--- config.mk ---
export PLATFORM = sky130hd
export DESIGN_NAME = deq_ctrl
export DESIGN_NICKNAME = d
export VERILOG_FILES = /design/src/hdl/deq_pkg.sv /design/src/hdl/deq_ctrl.sv
export SDC_FILE = /design/constraint.sdc
export NUM_CORES = 1
export LEC_CHECK = 0
export BUFFER_PORTS_ARGS = -buffer_cell sky130_fd_sc_hd__buf_2
export CAP_MARGIN = 10
export CORE_AREA = 2 2 39 41
export CTS_BUF_LIST = sky130_fd_sc_hd__clkbuf_8
export DETAILED_ROUTE_END_ITERATION = 10
export DIE_AREA = 0 0 41 43
export GPL_TIMING_DRIVEN = 0
export HOLD_SLACK_MARGIN = 0.03
export PLACE_DENSITY = 0.33
export SYNTH_ARGS = -nofsm -noshare
export SYNTH_HDL_FRONTEND = slang
export SYNTH_SLANG_ARGS = --single-unit
--- constraint.sdc ---
create_clock -name clk -period 0.8 [get_ports clk]
set_clock_uncertainty 0.1 [all_clocks]
set_input_delay 0.16 -clock clk [delete_from_list [all_inputs] [get_ports clk]]
set_output_delay 0.16 -clock clk [all_outputs]
set_load 0.02 [all_outputs]
--- src/hdl/deq_pkg.sv ---
// deq_pkg: shared constants, codes and transfer types for the double-ended queue.
// No dependencies; imported by deq_ctrl, deq_dpath and double_ended_queue_top.
package deq_pkg;

  localparam int CAPACITY   = 1024;
  localparam int DATA_WIDTH = 32;
  localparam int INDEX_W    = $clog2(CAPACITY);
  localparam int COUNT_W    = $clog2(CAPACITY + 1);

  localparam logic [2:0] OP_PUSH_BACK  = 3'd0;
  localparam logic [2:0] OP_PUSH_FRONT = 3'd1;
  localparam logic [2:0] OP_POP_BACK   = 3'd2;
  localparam logic [2:0] OP_POP_FRONT  = 3'd3;
  localparam logic [2:0] OP_READ       = 3'd4;

  localparam logic [1:0] ST_OK    = 2'd0;
  localparam logic [1:0] ST_EMPTY = 2'd1;
  localparam logic [1:0] ST_FULL  = 2'd2;
  localparam logic [1:0] ST_RANGE = 2'd3;

  typedef struct packed {
    logic [2:0]  operation;
    logic [31:0] value_in;
    logic [9:0]  offset;
  } request_t;

  typedef struct packed {
    logic [31:0] value_out;
    logic [10:0] count;
    logic [1:0]  status;
  } result_t;

  typedef struct packed {
    logic load;
    logic exec;
  } dp_cmd_t;

  // store index ofs places after base; both below CAPACITY
  function automatic logic [INDEX_W-1:0] ring_add(input logic [INDEX_W-1:0] base,
                                                  input logic [INDEX_W-1:0] ofs);
    logic [INDEX_W:0] sum;
    sum = {1'b0, base} + {1'b0, ofs};
    if (sum >= (INDEX_W+1)'(CAPACITY)) begin
      sum = sum - (INDEX_W+1)'(CAPACITY);
    end
    return sum[INDEX_W-1:0];
  endfunction

endpackage

--- src/hdl/deq_ctrl.sv ---
// deq_ctrl: sequencer for one transfer at a time (load, execute, respond).
// Depends on deq_pkg; drives the datapath command struct.
module deq_ctrl (
  input  logic            clk,
  input  logic            rst,
  input  logic            start,
  output logic            busy,
  output logic            done,
  output deq_pkg::dp_cmd_t cmd
);
  import deq_pkg::*;

  typedef enum logic [1:0] {S_IDLE, S_EXEC, S_RESP} state_t;

  state_t state;

  always_comb begin
    cmd.load = (state == S_IDLE) && start;
    cmd.exec = (state == S_EXEC);
  end

  always_ff @(posedge clk) begin
    if (rst) begin
      state <= S_IDLE;
      busy  <= 1'b0;
      done  <= 1'b0;
    end else begin
      case (state)
        S_IDLE: begin
          done <= 1'b0;
          if (start) begin
            busy  <= 1'b1;
            state <= S_EXEC;
          end
        end
        S_EXEC: begin
          done  <= 1'b1;
          state <= S_RESP;
        end
        S_RESP: begin
          done  <= 1'b0;
          busy  <= 1'b0;
          state <= S_IDLE;
        end
        default: begin
          done  <= 1'b0;
          busy  <= 1'b0;
          state <= S_IDLE;
        end
      endcase
    end
  end

endmodule

==> impl_metrics.ini, run 1 <==
[route]
post_drt_via_cell_ratio = 3.31
route.vias.total = 129
dr.pass1.iters = 2
post_drt_wl_per_cell_um = 7.51
wl_um = 293
drc = 0
drt_iter0_drc = 2
antenna_left = 0

[clock_tree]
clk_pin_slew_ns = 0.03
tritoncts = yes
cts_sinks = 4
root_buffer = clkbuf_8
clock_path_buffers = 2
hold_buffers = 0
htreeDepth = 1
numCtsBuffers = 3
clk-insertion-delay-late_ns = 0.22

[setup_path]
critPathKind = reg -> out
cp.required_ns = 0.54
r2r_end = busy
critPathMaxFanout = 4
reg2reg_depth = 4
arrival_ns = 0.88
startpoint_type = register
cp-end-kind = primary output
r2r-start = state[0]
rrSetupSlack_ns = -0.25

[synth]
yosysSeqAreaShare_pct = 57.1
yosys-top-cells-area = dfxtp_1, nor3b_1, nand2b_4, a211oi_2, nor2b_1
synth_largest_area_cell = dfxtp_1
ys_types = 8
synth_area_um2 = 140
synth-seq-cells = 4
syn-num-nets = 15
synth.top_cell.area_share_pct = 57.1
yosys_warnings = 0
syn_inst = 12
syn_avg_cell_area_um2 = 11.7

[final_layout]
final_nets = 28
area_growth_syn_to_layout_pct = 116
fin_util_pct = 21.9
fillCellCount = 158
layout_commonest_cell = buf_6
layout_common_cells = buf_6, dfxtp_2, clkbuf_8
num_antenna_cells = 0
drive_above_1_share_pct = 87.0

[outcome]
violations = setup timing
status = finished, violations left

[timing]
fin_setup_tns_ns = -1.28
finalWorstSetupSlack_ns = -0.338
hold_violations = 0
max_freq_mhz = 879
finalCritPeriodShare_pct = 142
rsz0062_at_grt = true
worst_slew_pin_slew_ns = 0.134
layout_min_cycle_time_ns = 1.14
slew_viol_final = 0
setup_viol = 6
max_slew_margin_pct = 91.0

[worst_hold_path]
min_path_cells = 2
whs_endpoint = state[1]
hold_class = in -> reg
hold_start = rst

[grt]
antenna_found_initial = 0
grt.total_usage_pct = 4.51
grt_overflow = 0
grt_pass1_wl_um = 496
grt_max_degree = 7
grt_pass1_vias = 134

[power]
power_w = 0.000747
cellLeakagePower_nw = 0.126
peakVddDrop_mv = 0.585
cellPowerDensity_mw_per_mm2 = 2470

[floorplanning]
die_x_um = 41
rows = 14
dieArea_mm2 = 0.00176
io_pins = 7
die_h_um = 43
start_util_pct = 10.1
core-area_mm2 = 0.00138

[run]
cap_viol_max_count = 0

[place]
place_ws_ns = -0.183
globalplace.congestion = 0.470
port_buffers = 6
final cells by class:
class | count | area (um2) | area share (%)
Inverter | 1 | 3.75 | 1.24
Tap cell | 16 | 20.0 | 6.61
Clock buffer | 3 | 41.3 | 13.6
Sequential cell | 4 | 87.6 | 28.9
Multi-Input combinational cell | 7 | 76.3 | 25.2
Timing Repair Buffer | 8 | 73.8 | 24.4
sequential cells by signal, summed over array words and instances (netlist names):
name / count
state: 2
done: 1
busy: 1
stage by stage:
stage | cell area, um2 | hold slack, ns | std cells
floorplan | 156 | 0.128 | 12
detailed placement | 206 | 0.281 | 34
finish | 303 | 0.0608 | 39
CTS | 298 | 0.0516 | 39
global placement | 206 | 0.278 | 34
global route | 303 | 0.0779 | 39
timing repair:
item,CTS,global route
endpoints found under the hold margin,0,0
setup endpoints to repair,6,7
setup buffers,2,0
gates resized for setup,13,1
pin swaps,1,0
cell families after synthesis:
logic type,count (synthesis),share of synthesized area (%)
AOI/OAI and AO/OA,1,8.93
buffers and inverters,1,2.68
DFF,4,57.1
and+or+nand+nor,6,31.2
Yosys cell counts:
| cell type | instances |
|---|---|
| a211oi_2 | 1 |
| dfxtp_1 | 4 |
| inv_1 | 1 |
| nand2b_4 | 1 |
| nor2_1 | 1 |
| nor2b_1 | 1 |
| nor3_1 | 1 |
| nor3b_1 | 2 |
critical path, stage by stage (launching register included):
cell and delay, ns:
dfxtp_2 0.33, nand2b_4 0.15, nor2_4 0.07, buf_6 0.11
metal layers:
| layer | vias to the layer above | global-route usage [%] | wire (um) |
|---|---|---|---|
| li1 | 62 | - | - |
| met4 | 0 | 2.00 | 0 |
| met3 | 0 | 4.71 | 36 |
| met2 | 7 | 6.25 | 144 |
| met1 | 60 | 4.17 | 112 |
| met5 | - | 0 | 0 |
report_power, final:
part           total (W)  internal (W)  switching, W
registers       0.000226      0.000213     0.0000129
logic           0.000101     0.0000596     0.0000417
clock network   0.000420      0.000320     0.0000998
worst max path at each step:
stage             start     end  slack (ns)  cells past startpoint
2_1_floorplan  state[0]  cmd[1]       -0.05                      2
3_3_place_gp   state[0]  cmd[1]       -0.16                      3
3_5_place_dp   state[0]  cmd[1]       -0.18                      3
4_1_cts        state[0]  cmd[1]       -0.35                      3
5_1_grt        state[0]  cmd[1]       -0.37                      3
6_report       state[0]  cmd[1]       -0.34                      3
No activity file was read; power rests on OpenSTA's default activity.
==> run 2: changes to the inputs <==
Settings changed: CELL_PAD_IN_SITES_DETAIL_PLACEMENT set to 1, CELL_PAD_IN_SITES_GLOBAL_PLACEMENT set to 2, PLACE_DENSITY 0.33 to 0.44.
==> run 2 against run 1 <==
  * The flow still finishes with violations (setup timing)
  * Clock power about the same
  * Die area unchanged
  * Cell count increased by 7.7%
  * Final area increased by 11%
  * Non-clock buffer count increased by 3
  * Sequential cell count unchanged
  * Core utilization increased by 2.4 points
  * Global-route usage increased by 2.1 points
  * Total power increased by 1.9%
  * Register-to-register slack improved by 0.08 ns
  * Critical path depth unchanged
==> impl_metrics.ini, run 2 (same netlist as run 1, synthesis figures left out) <==
[timing]
slew_viol_final = 0
layout_min_cycle_time_ns = 1.13
rsz0062_at_grt = true
max_freq_mhz = 882
hold_slack_ns = 0.0813
fin_setup_tns_ns = -1.26
hold_violations = 0
max_slew_margin_pct = 91.4
finalWorstSetupSlack_ns = -0.333
worst_slew_pin_slew_ns = 0.129
finalCritPeriodShare_pct = 142
setup_viol = 8

[outcome]
violations = setup timing
status = finished, violations left

[final_layout]
area_growth_syn_to_layout_pct = 139
regMostFlops = state
layout_commonest_cell = buf_6
largest_reg_flops = 2
fillCellCount = 158
layout_common_cells = buf_6, buf_4, dfxtp_2, clkbuf_8
drive_above_1_share_pct = 96.2
final_area_um2 = 335
final_nets = 31
reg_top3 = state: 2 flops, busy: 1 flops, done: 1 flops
num_antenna_cells = 0

[clock_tree]
root_buffer = clkbuf_8
clk-insertion-delay-late_ns = 0.22
clock_path_buffers = 2
tritoncts = yes
clk_pin_slew_ns = 0.03
numCtsBuffers = 3
cts_sinks = 4
htreeDepth = 1
hold_buffers = 0

[grt]
grt_pass1_vias = 153
antenna_found_initial = 0
grt_max_degree = 5
grt.total_usage_pct = 6.63
grt_overflow = 0
grt_pass1_wl_um = 662

[setup_path]
cp_slowest_stage_delay_ns = 0.32
cp.required_ns = 0.54
critPathMaxFanout = 3
critPathKind = reg -> out
cp-end-kind = primary output
critPathSlowestCell = dfxtp_2
arrival_ns = 0.87
worstPathCellList = nand2b_4, nor2_4, buf_6
startpoint_type = register

[floorplanning]
die_h_um = 43
dieArea_mm2 = 0.00176
core-area_mm2 = 0.00138
die_x_um = 41
rows = 14
start_util_pct = 10.1
io_pins = 7

[power]
p_int_w = 0.000600
switching_share_pct = 21.2
combPwrFrac_pct = 15.1
p_switching_w = 0.000161
seqPwrFrac_pct = 29.4
cellLeakagePower_nw = 0.146
cellPowerDensity_mw_per_mm2 = 2270
p_clk_share_pct = 55.5
peakVddDrop_mv = 0.801

[place]
globalplace.congestion = 0.528
place_ws_ns = -0.168
port_buffers = 6
hpwl_um = 221
place_area_um2 = 206

[run]
cap_viol_max_count = 0

[route]
antenna_left = 0
post_drt_via_cell_ratio = 3.50
route.vias.total = 147
drc = 0
dr.pass1.iters = 2
post_drt_wl_per_cell_um = 9.43
drt_iter0_drc = 2
wl_um = 396

[worst_hold_path]
hold_class = in -> reg
==> run 2: cell count changes in the layout (fill, tap and decap cells not counted) <==
cell and delta:
nor3b_1 -1, nor3_2 +1, nor3_1 -1, buf_4 +3
nor3b_2 +1
==> run 2: metrics by stage <==
stage                     total power (W)  std cells  util, %
final                            0.000762         42     24.2
after global routing             0.000805         42     24.2
after CTS                        0.000774         41     23.4
after floorplan                  0.000273         12        -
after detailed placement         0.000298         34     14.9
after global placement           0.000296         34     14.9
==> run 2: routing by layer <==
layer	up-vias	part of all wire, %	GRT usage (%)
met3	2	14	5.24
met2	9	44	7.50
li1	69	-	-
met4	0	4.3	8.00
met5	-	0	0
met1	67	37	6.43
==> run 2: repair_timing <==
item                       in CTS  in global routing
setup endpoints to repair       5                  8
pin swaps                       1                  1
gates resized for setup        15                  1
setup buffers                   4                  1
==> run 2: area by class of cell <==
type,instances,area (um2),area share [%]
flip-flops and latches,4,87.6,26.1
well taps,16,20.0,5.97
multi-input cells,7,86.3,25.7
repair buffers,11,96.3,28.7
inverters,1,3.75,1.12
clock buffers,3,41.3,12.3
==> run 2: final timing paths <==
check / cells after the start / startpoint / slack [ns] / to
setup reg to reg: 3 / state[0] / -0.17 / busy
hold reg to reg: 2 / busy / 0.36 / busy
setup / recovery: 3 / state[0] / -0.33 / cmd[1]
hold / removal: 2 / rst / 0.08 / state[0]
==> run 2: power by group through the flow <==
| stage | sequential [W] | clock [W] | combinational [W] |
|---|---|---|---|
| final | 0.000224 | 0.000423 | 0.000115 |
| after global routing | 0.000226 | 0.000456 | 0.000124 |
| after CTS | 0.000224 | 0.000440 | 0.000110 |
| after detailed placement | 0.000227 | 0 | 0.0000710 |
| after global placement | 0.000226 | 0 | 0.0000701 |
| after floorplan | 0.000233 | 0 | 0.0000395 |
==> run 2: critical path: cells and delay by family, from the launching register on <==
family        cells  cell delay [ns]
buf+inv           1             0.11
simple gates      2             0.23
flops             1             0.32
